===== config.mk =====
export PLATFORM = sky130hd
export DESIGN_NAME = morse_code_encoder_unit
export DESIGN_NICKNAME = d
export VERILOG_FILES = /design/src/mce_pkg.sv /design/src/mce_front.sv /design/src/mce_queue.sv /design/src/mce_back.sv /design/src/morse_code_encoder_unit.sv
export SDC_FILE = /design/constraint.sdc
export NUM_CORES = 1
export LEC_CHECK = 0
export BUFFER_PORTS_ARGS = -buffer_cell sky130_fd_sc_hd__buf_2
export CAP_MARGIN = 10
export CORE_ASPECT_RATIO = 1.25
export CORE_UTILIZATION = 36
export CTS_CLUSTER_SIZE = 28
export DETAILED_ROUTE_END_ITERATION = 8
export SYNTH_ARGS = -nofsm -noshare
export SYNTH_HDL_FRONTEND = slang
export SYNTH_SLANG_ARGS = --single-unit
export TNS_END_PERCENT = 50

===== constraint.sdc =====
create_clock -name aclk -period 5.2 [get_ports aclk]
set_clock_uncertainty 0.15 [all_clocks]
set_input_delay 0 -clock aclk [delete_from_list [all_inputs] [get_ports aclk]]
set_output_delay 0 -clock aclk [all_outputs]
set_load 0.02 [all_outputs]

===== src/mce_pkg.sv =====
`timescale 1ns / 1ps
// mce_pkg: symbol codes, register indexes, reset values and the morse tables
// shared by the morse encoder front end, queue, back end and top level
// no dependencies
package mce_pkg;

    localparam logic [1:0] SYM_DOT  = 2'd0;
    localparam logic [1:0] SYM_DASH = 2'd1;
    localparam logic [1:0] SYM_LGAP = 2'd2;
    localparam logic [1:0] SYM_WGAP = 2'd3;

    localparam logic [1:0] REG_DOT_DURATION   = 2'd0;
    localparam logic [1:0] REG_DASH_DURATION  = 2'd1;
    localparam logic [1:0] REG_TONE_FREQUENCY = 2'd2;

    localparam logic [15:0] DOT_DURATION_RST   = 16'd100;
    localparam logic [15:0] DASH_DURATION_RST  = 16'd300;
    localparam logic [15:0] TONE_FREQUENCY_RST = 16'd850;

    localparam logic [7:0] CHAR_SPACE   = 8'd32;
    localparam logic [7:0] CHAR_UPPER_A = 8'h41;
    localparam logic [7:0] CHAR_UPPER_Z = 8'h5a;
    localparam logic [7:0] CHAR_LOWER_A = 8'h61;
    localparam logic [7:0] CHAR_LOWER_Z = 8'h7a;
    localparam logic [7:0] CHAR_ZERO    = 8'h30;
    localparam logic [7:0] CHAR_NINE    = 8'h39;
    localparam logic [7:0] CASE_BIT     = 8'h20;

    localparam logic [2:0] DIGIT_LEN = 3'd5;

    // element count and pattern, bit k set means element k is a dash
    localparam logic [2:0] LETTER_LEN [26] = '{
        3'd2, 3'd4, 3'd4, 3'd3, 3'd1, 3'd4, 3'd3, 3'd4, 3'd2, 3'd4, 3'd3, 3'd4, 3'd2,
        3'd2, 3'd3, 3'd4, 3'd4, 3'd3, 3'd3, 3'd1, 3'd3, 3'd4, 3'd3, 3'd4, 3'd4, 3'd4
    };
    localparam logic [4:0] LETTER_BITS [26] = '{
        5'd2, 5'd1, 5'd5, 5'd1, 5'd0, 5'd4, 5'd3, 5'd0, 5'd0, 5'd14, 5'd5, 5'd2, 5'd3,
        5'd1, 5'd7, 5'd6, 5'd11, 5'd2, 5'd0, 5'd1, 5'd4, 5'd8, 5'd6, 5'd9, 5'd13, 5'd3
    };
    localparam logic [4:0] DIGIT_BITS [10] = '{
        5'd31, 5'd30, 5'd28, 5'd24, 5'd16, 5'd0, 5'd1, 5'd3, 5'd7, 5'd15
    };

    typedef struct packed {
        logic       wgap;
        logic [2:0] len;
        logic [4:0] pattern;
    } mce_entry_t;

    typedef struct packed {
        logic       keep;
        mce_entry_t entry;
    } mce_class_t;

    typedef struct packed {
        logic [15:0] dot_duration;
        logic [15:0] dash_duration;
        logic [15:0] tone_frequency;
    } mce_cfg_t;

    function automatic mce_class_t mce_classify(input logic [7:0] c);
        mce_class_t res;
        logic [7:0] lc;
        logic [7:0] loff;
        logic [7:0] doff;
        res = '0;
        lc  = c;
        if (c >= CHAR_UPPER_A && c <= CHAR_UPPER_Z) begin
            lc = c | CASE_BIT;
        end
        loff = lc - CHAR_LOWER_A;
        doff = c - CHAR_ZERO;
        if (lc >= CHAR_LOWER_A && lc <= CHAR_LOWER_Z) begin
            res.keep          = 1'b1;
            res.entry.len     = LETTER_LEN[loff[4:0]];
            res.entry.pattern = LETTER_BITS[loff[4:0]];
        end else if (c >= CHAR_ZERO && c <= CHAR_NINE) begin
            res.keep          = 1'b1;
            res.entry.len     = DIGIT_LEN;
            res.entry.pattern = DIGIT_BITS[doff[3:0]];
        end else if (c == CHAR_SPACE) begin
            res.keep       = 1'b1;
            res.entry.wgap = 1'b1;
        end
        return res;
    endfunction

endpackage


===== src/mce_front.sv =====
`timescale 1ns / 1ps
// mce_front: accepts characters, classifies them and drops the ignored ones
// depends on mce_pkg
module mce_front
    import mce_pkg::*;
(
    input  logic       aclk,
    input  logic       aresetn,
    input  logic       s_valid,
    output logic       s_ready,
    input  logic [7:0] s_char_code,
    output logic       push_valid,
    input  logic       push_ready,
    output mce_entry_t push_entry
);

    logic       valid_reg;
    logic       valid_next;
    mce_entry_t entry_reg;
    mce_class_t cls;
    logic       accept;

    assign cls     = mce_classify(s_char_code);
    assign s_ready = !valid_reg || push_ready;
    assign accept  = s_valid && s_ready;

    always_comb begin
        valid_next = valid_reg && !push_ready;
        if (accept && cls.keep) begin
            valid_next = 1'b1;
        end
    end

    always_ff @(posedge aclk) begin
        if (!aresetn) begin
            valid_reg <= 1'b0;
        end else begin
            valid_reg <= valid_next;
        end
    end

    always_ff @(posedge aclk) begin
        if (accept) begin
            entry_reg <= cls.entry;
        end
    end

    assign push_valid = valid_reg;
    assign push_entry = entry_reg;

endmodule


===== src/mce_queue.sv =====
`timescale 1ns / 1ps
// mce_queue: small fifo of classified characters between front and back end
// depends on mce_pkg
module mce_queue
    import mce_pkg::*;
#(
    parameter int DEPTH = 4
) (
    input  logic       aclk,
    input  logic       aresetn,
    input  logic       push_valid,
    output logic       push_ready,
    input  mce_entry_t push_entry,
    output logic       head_valid,
    input  logic       pop,
    output mce_entry_t head_entry
);

    localparam int PW = (DEPTH > 1) ? $clog2(DEPTH) : 1;
    localparam int CW = $clog2(DEPTH + 1);
    localparam logic [PW-1:0] LAST_PTR = PW'(DEPTH - 1);

    mce_entry_t    entries [DEPTH];
    logic [PW-1:0] wr_ptr_reg;
    logic [PW-1:0] wr_ptr_next;
    logic [PW-1:0] rd_ptr_reg;
    logic [PW-1:0] rd_ptr_next;
    logic [CW-1:0] count_reg;
    logic [CW-1:0] count_next;
    logic          do_push;
    logic          do_pop;

    assign push_ready = (count_reg != CW'(DEPTH));
    assign head_valid = (count_reg != '0);
    assign do_push    = push_valid && push_ready;
    assign do_pop     = pop && head_valid;
    assign head_entry = entries[rd_ptr_reg];

    always_comb begin
        wr_ptr_next = wr_ptr_reg;
        rd_ptr_next = rd_ptr_reg;
        count_next  = count_reg;
        if (do_push) begin
            wr_ptr_next = (wr_ptr_reg == LAST_PTR) ? '0 : wr_ptr_reg + 1'b1;
        end
        if (do_pop) begin
            rd_ptr_next = (rd_ptr_reg == LAST_PTR) ? '0 : rd_ptr_reg + 1'b1;
        end
        if (do_push && !do_pop) begin
            count_next = count_reg + 1'b1;
        end else if (do_pop && !do_push) begin
            count_next = count_reg - 1'b1;
        end
    end

    always_ff @(posedge aclk) begin
        if (!aresetn) begin
            wr_ptr_reg <= '0;
            rd_ptr_reg <= '0;
            count_reg  <= '0;
        end else begin
            wr_ptr_reg <= wr_ptr_next;
            rd_ptr_reg <= rd_ptr_next;
            count_reg  <= count_next;
        end
    end

    always_ff @(posedge aclk) begin
        if (do_push) begin
            entries[wr_ptr_reg] <= push_entry;
        end
    end

endmodule


===== src/mce_back.sv =====
`timescale 1ns / 1ps
// mce_back: walks the elements of the queue head and drives the output register
// depends on mce_pkg
module mce_back
    import mce_pkg::*;
(
    input  logic        aclk,
    input  logic        aresetn,
    input  mce_cfg_t    cfg,
    input  logic        head_valid,
    input  mce_entry_t  head_entry,
    output logic        pop,
    output logic        m_valid,
    input  logic        m_ready,
    output logic [1:0]  m_symbol,
    output logic [15:0] m_duration,
    output logic [15:0] m_tone,
    output logic        m_last
);

    logic [2:0]  idx_reg;
    logic [2:0]  idx_next;
    logic        valid_reg;
    logic        valid_next;
    logic [1:0]  symbol_reg;
    logic [15:0] duration_reg;
    logic [15:0] tone_reg;
    logic        last_reg;
    logic [1:0]  sym_c;
    logic [15:0] dur_c;
    logic [15:0] tone_c;
    logic        last_c;
    logic        load_ok;
    logic        take;

    assign load_ok = !valid_reg || m_ready;
    assign take    = head_valid && load_ok;
    assign pop     = take && last_c;

    always_comb begin
        sym_c  = SYM_DOT;
        dur_c  = '0;
        tone_c = '0;
        last_c = 1'b1;
        if (head_entry.wgap) begin
            sym_c = SYM_WGAP;
        end else if (idx_reg >= head_entry.len) begin
            sym_c = SYM_LGAP;
        end else begin
            last_c = 1'b0;
            tone_c = cfg.tone_frequency;
            if (head_entry.pattern[idx_reg]) begin
                sym_c = SYM_DASH;
                dur_c = cfg.dash_duration;
            end else begin
                sym_c = SYM_DOT;
                dur_c = cfg.dot_duration;
            end
        end
    end

    always_comb begin
        idx_next   = idx_reg;
        valid_next = valid_reg && !m_ready;
        if (take) begin
            valid_next = 1'b1;
            idx_next   = last_c ? '0 : idx_reg + 1'b1;
        end
    end

    always_ff @(posedge aclk) begin
        if (!aresetn) begin
            idx_reg   <= '0;
            valid_reg <= 1'b0;
        end else begin
            idx_reg   <= idx_next;
            valid_reg <= valid_next;
        end
    end

    always_ff @(posedge aclk) begin
        if (take) begin
            symbol_reg   <= sym_c;
            duration_reg <= dur_c;
            tone_reg     <= tone_c;
            last_reg     <= last_c;
        end
    end

    assign m_valid    = valid_reg;
    assign m_symbol   = symbol_reg;
    assign m_duration = duration_reg;
    assign m_tone     = tone_reg;
    assign m_last     = last_reg;

endmodule


===== src/morse_code_encoder_unit.sv =====
`timescale 1ns / 1ps
// morse_code_encoder_unit: top level of the morse encoder, config registers
// depends on mce_pkg, mce_front, mce_queue, mce_back
//
// channel  dir  request moves                       handshake
// s_       in   one character s_char_code           s_valid / s_ready
// m_       out  one symbol with duration, tone, last m_valid / m_ready
// cfg_     in   register index and 16-bit data      cfg_valid / cfg_ready
//
// one result per cycle from the output register while m_ready is high: a letter or
// digit gives len + 1 results (2 to 6), a space one, an ignored character none
// characters are taken one per cycle while the queue has room
// a taken request passes the front end register, the queue and the output register
// aresetn is synchronous; it empties the queue and loads the default registers
// cfg_ready is always high
module morse_code_encoder_unit
    import mce_pkg::*;
#(
    parameter int QUEUE_DEPTH = 4
) (
    input  logic        aclk,
    input  logic        aresetn,
    input  logic        s_valid,
    output logic        s_ready,
    input  logic [7:0]  s_char_code,
    output logic        m_valid,
    input  logic        m_ready,
    output logic [1:0]  m_symbol,
    output logic [15:0] m_duration,
    output logic [15:0] m_tone,
    output logic        m_last,
    input  logic        cfg_valid,
    output logic        cfg_ready,
    input  logic [1:0]  cfg_index,
    input  logic [15:0] cfg_data
);

    mce_cfg_t   cfg_reg;
    mce_cfg_t   cfg_next;
    logic       push_valid;
    logic       push_ready;
    mce_entry_t push_entry;
    logic       head_valid;
    mce_entry_t head_entry;
    logic       pop;

    assign cfg_ready = 1'b1;

    always_comb begin
        cfg_next = cfg_reg;
        if (cfg_valid) begin
            case (cfg_index)
                REG_DOT_DURATION:   cfg_next.dot_duration   = cfg_data;
                REG_DASH_DURATION:  cfg_next.dash_duration  = cfg_data;
                REG_TONE_FREQUENCY: cfg_next.tone_frequency = cfg_data;
                default:            cfg_next = cfg_reg;
            endcase
        end
    end

    always_ff @(posedge aclk) begin
        if (!aresetn) begin
            cfg_reg.dot_duration   <= DOT_DURATION_RST;
            cfg_reg.dash_duration  <= DASH_DURATION_RST;
            cfg_reg.tone_frequency <= TONE_FREQUENCY_RST;
        end else begin
            cfg_reg <= cfg_next;
        end
    end

    mce_front u_front (
        .aclk        (aclk),
        .aresetn     (aresetn),
        .s_valid     (s_valid),
        .s_ready     (s_ready),
        .s_char_code (s_char_code),
        .push_valid  (push_valid),
        .push_ready  (push_ready),
        .push_entry  (push_entry)
    );

    mce_queue #(
        .DEPTH (QUEUE_DEPTH)
    ) u_queue (
        .aclk       (aclk),
        .aresetn    (aresetn),
        .push_valid (push_valid),
        .push_ready (push_ready),
        .push_entry (push_entry),
        .head_valid (head_valid),
        .pop        (pop),
        .head_entry (head_entry)
    );

    mce_back u_back (
        .aclk       (aclk),
        .aresetn    (aresetn),
        .cfg        (cfg_reg),
        .head_valid (head_valid),
        .head_entry (head_entry),
        .pop        (pop),
        .m_valid    (m_valid),
        .m_ready    (m_ready),
        .m_symbol   (m_symbol),
        .m_duration (m_duration),
        .m_tone     (m_tone),
        .m_last     (m_last)
    );

    // gaps close a character and carry no tone
    a_gap_last: assert property (@(posedge aclk) disable iff (!aresetn)
        m_valid && (m_symbol == SYM_LGAP || m_symbol == SYM_WGAP)
        |-> m_last && m_duration == '0 && m_tone == '0)
        else $error("gap result with tone or without last");

    // tone elements are never the final result of a character
    a_elem_not_last: assert property (@(posedge aclk) disable iff (!aresetn)
        m_valid && (m_symbol == SYM_DOT || m_symbol == SYM_DASH)
        |-> !m_last && m_tone == cfg_reg.tone_frequency)
        else $error("tone element flagged last or wrong tone");

    // dot durations follow the configured dot length
    a_elem_duration: assert property (@(posedge aclk) disable iff (!aresetn)
        m_valid && m_symbol == SYM_DOT |-> m_duration == cfg_reg.dot_duration)
        else $error("dot duration mismatch");

    // a word gap is a character of its own, so it follows a last result
    a_wgap_alone: assert property (@(posedge aclk) disable iff (!aresetn)
        m_valid && m_ready && !m_last |=> m_valid && m_symbol != SYM_WGAP)
        else $error("character sequence broken");

endmodule


==> impl_metrics.csv, run 1 <==
group,metric,value,unit
synthesis,synth_compound_area_frac,0.117,
worst_setup_path,critical_path_class,"register to register",
power,powerDensity,481,nW/um^2
detailed_routing,ant_nets,0,
synthesis,yosysSeqAreaShare,0.575,
worst_setup_path,worstPathRequired,5.39,ns
synthesis,ys_ff_latch,142,
flow_run,max_cap_violations,0,
synthesis,syn_area_per_cell,10.7,sq um
hold_path,hp-class,"input pin to register",
placed_design,dpl-instance-area,6780,sq um
synthesis,yosysMostFrequentCell,"nand2_1",
detailed_routing,vias,4712,
cts,h-tree-depth,4,
detailed_routing,drt-pass1-iter-count,6,
grt,grt_remaining_overflow,0,
final_layout,register_area,3640,sq um
grt,grt_max_degree,45,
floorplanning,die_area,18100,sq um
synthesis,synthAdderAreaFrac,0.0387,
timing,slew_headroom,0.437,
final_layout,layout-drive-gt1-share,0.180,
floorplanning,start_util,0.372,
placed_design,gp_congestion,0.840,
power,irDropWorstVdd,0.248,mV
timing,finalHoldViolCount,0,
grt,antenna_found_initial,0,
worst_setup_path,crit_slowest_cell,"dfxtp_1",
final_layout,insertedDiodeCount,0,
worst_setup_path,critPathCaptureType,"register",
cts,clk_latency,0.42,ns
synthesis,synthXorXnorAreaFrac,0.00809,
synthesis,ys.flop_type,"edfxtp_1",
power,p_leak,2.87,nW
timing,min_period,4.27,ns
grt,busiest_layer,"met2",
worst_setup_path,crit_path_max_incr_delay,0.70,ns
synthesis,synthMuxAreaShare,0.0511,
cts,cts_buffer_depth,2,
synthesis,netlist_area,6340,sq um
synthesis,yosys-top-cells-count,"nand2_1 (114), edfxtp_1 (80), a21oi_1 (65)",
synthesis,synth_top_family_by_area,"simple AND/OR/NAND/NOR gates",
detailed_routing,drc,0,
worst_setup_path,timing.rr.end,"u_queue.count_reg[2]",
timing,fin_crit_sh,0.822,
timing,rsz0062_at_grt,"no",
grt,use_met3,0.0254,
cts,clk_pin_slew,0.06,ns
timing,worst_slew_pin_slew,0.842,ns
timing,tns,0,ns
worst_setup_path,cpMostUsedCell,"ha_1",
cts,cts_sinks,142,
detailed_routing,drt_iter0_markers,528,
cts,cts_tree,"done",
timing,slew_violations,0,
worst_setup_path,reg2reg_slack,0.93,ns
floorplanning,coreArea,17000,sq um
synthesis,netlist_instances,590,
final_layout,largest_register_ffs,48,
grt,grt_use_met2,0.305,
synthesis,synth_area_leaders,"edfxtp_1 (38%), dfxtp_1 (20%), nand2_1 (6.8%)",
synthesis,synth-simple-area-share,0.168,
detailed_routing,routed_wl,14400,um
placed_design,io_buffers,67,
final_layout,syn2layout_area_growth,20.8,%
final_layout,n_fill_cell,1562,
synthesis,synthDistinctLibCells,64,
detailed_routing,wl_per_cell,15.9,um
synthesis,synth_edf_count,80,
grt,grt_pass1_wl,23200,um
grt,grt_util_met1,0.192,
detailed_routing,viasPerCell,5.21,
grt,grt_pass1_vias,4528,
floorplanning,placementRows,53,
worst_setup_path,cp_data_arrival_time,4.46,ns
synthesis,syn_nets,640,
final_layout,postLayoutCellArea,7650,sq um
final_layout,multiInputGateArea,2430,sq um
placed_design,dp_hpwl,9600,um
floorplanning,die_h,150,um
cts,root_buffer,"clkbuf_16",
worst_setup_path,crit_path_start_kind,"register",
cts,numCtsBuffers,17,
floorplanning,io_pins,69,
synthesis,yosysWarnings,0,
cts,cts-resized-gates,0,
synthesis,synth_top_area_frac,0.379,
floorplanning,die_w,121,um
timing,clock.fmax,0.234,GHz
synthesis,yosys.area.top_type,"edfxtp_1",
worst_setup_path,crit_fanout,24,
outcome,status,"completed",
grt,track_usage,0.167,
worst_setup_path,worstPathCellList,"mux4_1, ha_1, nand2b_1, a21o_1, a211oi_4, buf_4, inv_2, nand2_1, ha_1, inv_1, fa_1, xor2_1, or3_1, a21oi_1",
worst_setup_path,endpoint,"u_queue.count_reg[2]",
final_layout,nets,721,
worst_setup_path,rr_worst_depth,14,
timing,setup_viol,0,
synthesis,synthArstFlopShare,0,
## report_power, final
| part | internal [W] | total, W | switching, W | leakage [nW] |
|---|---|---|---|---|
| clock | 0.000749 | 0.00121 | 0.000461 | 0.286 |
| combinational | 0.000308 | 0.000944 | 0.000636 | 1.32 |
| sequential | 0.00144 | 0.00153 | 0.0000875 | 1.27 |
## layout make-up
cell class,count,share of cell area
Sequential cell,142,0.476
Multi-Input combinational cell,394,0.318
Clock inverter,12,0.0172
Clock buffer,20,0.0611
Tap cell,220,0.0360
Timing Repair Buffer,98,0.0832
Inverter,18,0.00883
## metal layers
layer | wire length [um] | up-vias
met2 | 7570 | 181
met4 | 291 | 0
met3 | 727 | 23
met5 | 0 | -
met1 | 5820 | 2254
li1 | - | 2254
## worst min path at each step
stage | startpoint | to | slack, ns | depth (start not counted)
after detailed placement | cfg_data[9] | cfg_reg[9] | 0.11 | 3
after global routing | s_char_code[2] | u_front.push_entry[3] | 0.08 | 3
after floorplan | aresetn | cfg_reg[1] | -0.08 | 1
final | s_char_code[2] | u_front.push_entry[3] | 0.06 | 3
after CTS | s_char_code[6] | u_front.push_entry[6] | 0.03 | 4
after global placement | cfg_data[8] | cfg_reg[8] | 0.11 | 3
## through the flow
| step | util | std cells | worst slack (ns) | power [W] | hold slack, ns |
|---|---|---|---|---|---|
| after floorplan | - | 590 | 1.53 | 0.00221 | -0.0782 |
| after global placement | 0.398 | 845 | 1.00 | 0.00246 | 0.106 |
| after detailed placement | 0.398 | 845 | 0.947 | 0.00248 | 0.111 |
| after CTS | 0.448 | 903 | 0.900 | 0.00371 | 0.0319 |
| after global routing | 0.449 | 904 | 0.639 | 0.00386 | 0.0837 |
| final | 0.449 | 904 | 0.926 | 0.00368 | 0.0625 |
## cell families (layout without fill, tap and decap cells)
logic type,count (synthesis),in the layout
mux,19,19
xor+xnor,5,5
flops,142,142
other cells,1,1
simple gates,224,224
fa+ha+maj,19,19
buf+inv,54,148
compound gates,126,126
## cells in the final DEF, fill, tap and decap left out, drive strengths merged, types with 8 or more instances in the layout
master,instances
a21oi,65
nor2,20
dlygate4sd3,26
and2,21
o21ai,33
clkbuf,20
mux4,9
buf,72
inv,21
ha,18
dfxtp,62
nand2,114
edfxtp,80
mux2i,8
nand3,34
## repair_timing
| action | in CTS | in global routing |
|---|---|---|
| setup buffers | 0 | 0 |
| hold buffers | 26 | 0 |
| hold endpoints to repair | 51 | 0 |
## critical path: cells and delay by family (launching register included)
family	cells	cell delay, ns
fa+ha+maj	3	0.83
flops	1	0.70
mux	1	0.63
simple gates	3	0.57
compound gates	3	0.57
buf+inv	3	0.56
xor+xnor	1	0.18
(Power assumes the default switching activity.)
==> inputs of run 2 (changes only) <==
- clock period: 5.2 -> 3.5 ns (I/O delays scaled with it)
==> run 2 against run 1 <==
Via count rose by 0.40%. Final cell count rose by 0.55%. Critical path depth fell by 1. Register-to-register slack got worse by 0.74 ns. Clock power rose by 44%. Setup slack got worse by 0.74 ns. Fmax rose by 29%. Flip-flop and latch count did not move. Wire length fell by 0.31%. Final area rose by 0.34%. Critical endpoint unchanged. Highest routed layer unchanged.
==> impl_metrics.csv, run 2 (same netlist as run 1, synthesis figures left out) <==
group,metric,value,unit
outcome,status,"completed",
power,power,0.00545,W
worst_setup_path,rr_worst_depth,13,
final_layout,final_common_cell,"nand2_1",
flow_run,max_cap_violations,0,
grt,grt_max_degree,40,
cts,cts_tree,"done",
final_layout,layout-drive-gt1-share,0.193,
placed_design,gp_congestion,0.811,
final_layout,final_cell_mix,"nand2_1 (113), edfxtp_1 (80), buf_2 (67)",
final_layout,multiInputGateArea,2440,sq um
cts,cts_buffer_depth,2,
timing,min_period,3.31,ns
worst_setup_path,crit_fanout,5,
detailed_routing,drt-pass1-iter-count,5,
power,p_leak,2.88,nW
worst_setup_path,timing.rr.end,"u_queue.count_reg[2]",
final_layout,syn2layout_area_growth,21.2,%
grt,track_usage,0.167,
worst_setup_path,critical_path_class,"register to register",
grt,grt_remaining_overflow,0,
hold_path,min_from,"s_char_code[3]",
cts,clk_latency,0.41,ns
final_layout,utilization,0.451,
hold_path,hold_end,"u_front.push_entry[4]",
worst_setup_path,critPathCaptureType,"register",
cts,cts_sinks,142,
placed_design,io_buffers,67,
cts,root_buffer,"clkbuf_16",
power,powerDensity,709,nW/um^2
worst_setup_path,reg2reg_slack,0.19,ns
timing,rsz0062_at_grt,"no",
detailed_routing,viasPerCell,5.20,
final_layout,largest_register_ffs,48,
detailed_routing,drc,0,
floorplanning,die_area,18100,sq um
floorplanning,die_h,150,um
timing,finalHoldViolCount,0,
final_layout,insertedDiodeCount,0,
floorplanning,coreArea,17000,sq um
detailed_routing,routed_wl,14400,um
timing,setup_viol,0,
final_layout,n_fill_cell,1611,
grt,grt_pass1_wl,23400,um
floorplanning,placementRows,53,
power,irDropWorstVdd,0.384,mV
hold_path,hold_depth,2,
cts,h-tree-depth,4,
worst_setup_path,crit_path_start_kind,"register",
placed_design,dp_hpwl,9760,um
grt,antenna_found_initial,0,
final_layout,nets,726,
detailed_routing,ant_nets,0,
cts,numCtsBuffers,17,
timing,worst_slew_pin_slew,1.02,ns
cts,cts_setup_buffers,0,
detailed_routing,drt_iter0_markers,358,
cts,clk_pin_slew,0.06,ns
grt,grt_pass1_vias,4656,
floorplanning,die_w,121,um
worst_setup_path,worstPathRequired,3.69,ns
final_layout,register_area,3640,sq um
timing,fin_crit_sh,0.946,
floorplanning,start_util,0.372,
worst_setup_path,cp_data_arrival_time,3.50,ns
detailed_routing,vias,4731,
timing,clock.fmax,0.302,GHz
timing,tns,0,ns
hold_path,hp-class,"input pin to register",
detailed_routing,wl_per_cell,15.8,um
floorplanning,io_pins,69,
timing,slew_violations,0,
timing,slew_headroom,0.323,
[run 2: final cells by class]
| cell class | instances | area share |
|---|---|---|
| Tap cell | 220 | 0.0358 |
| Clock inverter | 11 | 0.0138 |
| Sequential cell | 142 | 0.474 |
| Timing Repair Buffer | 103 | 0.0873 |
| Inverter | 18 | 0.00880 |
| Clock buffer | 21 | 0.0614 |
| Multi-Input combinational cell | 394 | 0.318 |
[run 2: worst max-delay path by stage]
stage | startpoint | to | slack, ns | cells after the start
2_1_floorplan | register | u_queue.count_reg[2] | 0.01 | 15
3_3_place_gp | register | u_queue.count_reg[2] | 0.24 | 13
3_5_place_dp | register | u_queue.count_reg[2] | 0.18 | 13
4_1_cts | register | u_queue.count_reg[2] | 0.16 | 13
5_1_grt | register | u_queue.count_reg[2] | 0.08 | 13
6_report | register | u_queue.count_reg[2] | 0.19 | 13
[run 2: what timing repair did]
| action | in CTS | in global routing |
|---|---|---|
| hold endpoints to repair | 51 | 0 |
| hold buffers | 26 | 0 |
| gates resized for setup | 0 | 0 |
[run 2: through the flow]
stage                     std cells  area (sq um)  worst slack, ns  hold WS [ns]
after CTS                       909          7680            0.165       0.00879
after floorplan                 590          6350           0.0101       -0.0782
after global placement          851          6840            0.236         0.107
after global routing            909          7680           0.0827        0.0753
after detailed placement        851          6840            0.184         0.103
final                           909          7680            0.190        0.0426
[run 2: critical path, stage by stage, from the launching register on]
cell	delay [ns]
dfxtp_1	0.47
mux4_2	0.54
ha_1	0.29
nand2b_1	0.14
a21o_1	0.18
a211oi_4	0.23
inv_2	0.06
nand2_2	0.08
ha_4	0.14
inv_2	0.04
fa_2	0.35
xor2_1	0.15
or3_1	0.30
a21oi_1	0.12
[run 2: where the power goes]
group | internal, W | total (W) | switching, W
Sequential | 0.00214 | 0.00226 | 0.000116
Combinational | 0.000481 | 0.00145 | 0.000972
Clock | 0.00104 | 0.00174 | 0.000692
[run 2: layer usage]
metal	vias to the layer above	global-route usage	share of wire
li1	2263	-	-
met1	2286	0.191	0.41
met2	155	0.302	0.52
met3	27	0.0314	0.044
met4	0	0.0722	0.022
met5	-	0	0
==> inputs of run 3 (changes only) <==
- CELL_PAD_IN_SITES_DETAIL_PLACEMENT: not set -> 0
- CELL_PAD_IN_SITES_GLOBAL_PLACEMENT: not set -> 1
- CORE_UTILIZATION: 36 -> 24
- PLACE_DENSITY_LB_ADDON: not set -> 0.1
==> run 3 against run 2 <==
Via count decreased by 2.3%. Core utilization decreased by 15 points. Total power increased by 2.9%. Combinational power increased by 6%. Flip-flop and latch count unchanged. Final area increased by 2.7%. Setup slack improved by 0.050 ns. Critical path depth unchanged. Count of clock-buffer cells in the layout increased by 2. Largest cell class unchanged. Largest power group unchanged. Highest routed layer unchanged.
==> impl_metrics.csv, run 3 (same netlist as run 1, synthesis figures left out) <==
group,metric,value,unit
cts,cts_setup_buffers,0,
worst_setup_path,cp_data_arrival_time,3.45,ns
final_layout,utilization,0.303,
timing,worst_slack,0.240,ns
placed_design,dp_hpwl,11800,um
power,switching_share,0.327,
power,p_leak,2.92,nW
power,power,0.00561,W
cts,cts_sinks,142,
worst_setup_path,critical_path_class,"register to register",
cts,root_buffer,"clkbuf_16",
power,pwr-share-comb,0.272,
timing,slew_violations,0,
timing,finalHoldViolCount,0,
final_layout,nets,730,
worst_setup_path,worstPathRequired,3.69,ns
floorplanning,die_h,184,um
power,irDropWorstVdd,0.504,mV
detailed_routing,ant_nets,0,
placed_design,io_buffers,67,
final_layout,insertedDiodeCount,0,
power,pwr-share-clk,0.324,
timing,tns,0,ns
detailed_routing,wl_per_cell,16.9,um
floorplanning,die_w,147,um
grt,grt_remaining_overflow,0,
final_layout,final_common_cell,"nand2_1",
grt,use_met3,0.0278,
timing,worst_slew_pin_slew,0.907,ns
timing,fin_crit_sh,0.931,
detailed_routing,vias,4624,
grt,track_usage,0.135,
detailed_routing,drt_iter0_markers,263,
floorplanning,placementRows,66,
timing,setup_viol,0,
worst_setup_path,crit_path_start_kind,"register",
worst_setup_path,critPathCaptureType,"register",
cts,numCtsBuffers,17,
worst_setup_path,endpoint,"u_queue.count_reg[2]",
detailed_routing,viasPerCell,4.48,
worst_setup_path,path_buf_inv,2,
final_layout,final_cell_mix,"nand2_1 (113), edfxtp_1 (80), buf_2 (67)",
detailed_routing,routed_wl,17400,um
grt,grt_pass1_wl,27400,um
worst_setup_path,crit_slowest_cell,"mux4_2",
cts,h-tree-depth,4,
detailed_routing,drc,0,
timing,min_period,3.26,ns
flow_run,max_cap_violations,0,
grt,grt_pass1_vias,4812,
timing,slew_headroom,0.393,
cts,clk_latency,0.42,ns
placed_design,gp_congestion,0.739,
power,p_switching,0.00183,W
power,internal-power,0.00377,W
cts,cts_buffer_depth,2,
cts,clk_pin_slew,0.06,ns
outcome,status,"completed",
worst_setup_path,crit_family,"adder cells",
grt,grt_max_degree,40,
grt,grt_util_met1,0.158,
final_layout,largest_register_ffs,48,
worst_setup_path,reg2reg_slack,0.24,ns
grt,busiest_layer,"met2",
placed_design,dp.cells,974,
final_layout,layout.cells.non_filler,1032,
worst_setup_path,rr_worst_depth,13,
worst_setup_path,worstPathCellList,"mux4_2, ha_1, nand2b_1, a21o_1, a211oi_4, inv_2, nand2_2, ha_4, inv_2, fa_2, xor2_1, or3_1, a21oi_1",
grt,grt_use_met2,0.243,
worst_setup_path,timing.rr.end,"u_queue.count_reg[2]",
worst_setup_path,cpMostUsedCell,"inv_2",
power,powerDensity,711,nW/um^2
placed_design,dp_slack,0.139,ns
final_layout,layout-drive-gt1-share,0.197,
floorplanning,die_area,27100,sq um
timing,rsz0062_at_grt,"no",
floorplanning,start_util,0.244,
final_layout,n_fill_cell,2691,
timing,clock.fmax,0.307,GHz
worst_setup_path,crit_path_max_incr_delay,0.53,ns
cts,cts_tree,"done",
floorplanning,io_pins,69,
floorplanning,coreArea,26000,sq um
grt,antenna_found_initial,0,
detailed_routing,drt-pass1-iter-count,4,
hold_path,hp-class,"input pin to register",
final_layout,syn2layout_area_growth,24.4,%
worst_setup_path,path_depth,13,
worst_setup_path,crit_fanout,5,
power,pwr-share-seq,0.404,
## run 3: worst min-delay path by stage
stage	startpoint	end	slack (ns)	depth (start not counted)
3_5_place_dp	cfg_data[5]	cfg_reg[37]	0.12	3
5_1_grt	s_char_code[7]	u_front.push_entry[2]	0.09	4
2_1_floorplan	aresetn	cfg_reg[1]	-0.08	1
4_1_cts	s_char_code[7]	u_front.push_valid	0.02	4
3_3_place_gp	cfg_data[9]	cfg_reg[9]	0.11	3
6_report	s_char_code[7]	u_front.push_valid	0.008	4
## run 3: through the flow
| stage | instance area, sq um | hold slack (ns) |
|---|---|---|
| floorplan | 6350 | -0.0782 |
| global placement | 7020 | 0.114 |
| global route | 7880 | 0.0926 |
| detailed placement | 7020 | 0.116 |
| finish | 7880 | 0.00827 |
| CTS | 7880 | 0.0218 |
## run 3: cell type report
cell class              count  area, sq um  area share
flip-flops and latches    142         3640       0.462
clock buffers              23          489      0.0621
multi-input cells         394         2450       0.311
inverters                  18         67.6     0.00857
repair buffers            107          703      0.0892
well taps                 340          425      0.0540
clock inverters             8          104      0.0132
## run 3: tightest hold or removal path: stages
cell and delay, ns:
buf_2 0.10, nor4b_2 0.05, o31ai_1 0.28, a21oi_1 0.07
## run 3: routing by layer
layer / part of all wire / up-vias / wire length, um
met2: 0.51 / 95 / 8910
met3: 0.030 / 14 / 529
met4: 0.015 / 0 / 257
met1: 0.44 / 2251 / 7710
li1: - / 2264 / -
met5: 0 / - / 0
## run 3: power by group through the flow
stage	Clock [W]	Combinational (W)	Sequential, W
finish	0.00181	0.00153	0.00227
floorplan	0	0.000750	0.00255
global placement	0	0.00154	0.00230
CTS	0.00186	0.00157	0.00227
global route	0.00193	0.00167	0.00230
detailed placement	0	0.00154	0.00231
## run 3: timing repair
item                                    4_1_cts  5_1_grt
endpoints found under the hold margin        52        0
endpoints found under the setup margin        0        1
resized for setup                             0        1
hold buffers                                 27        0
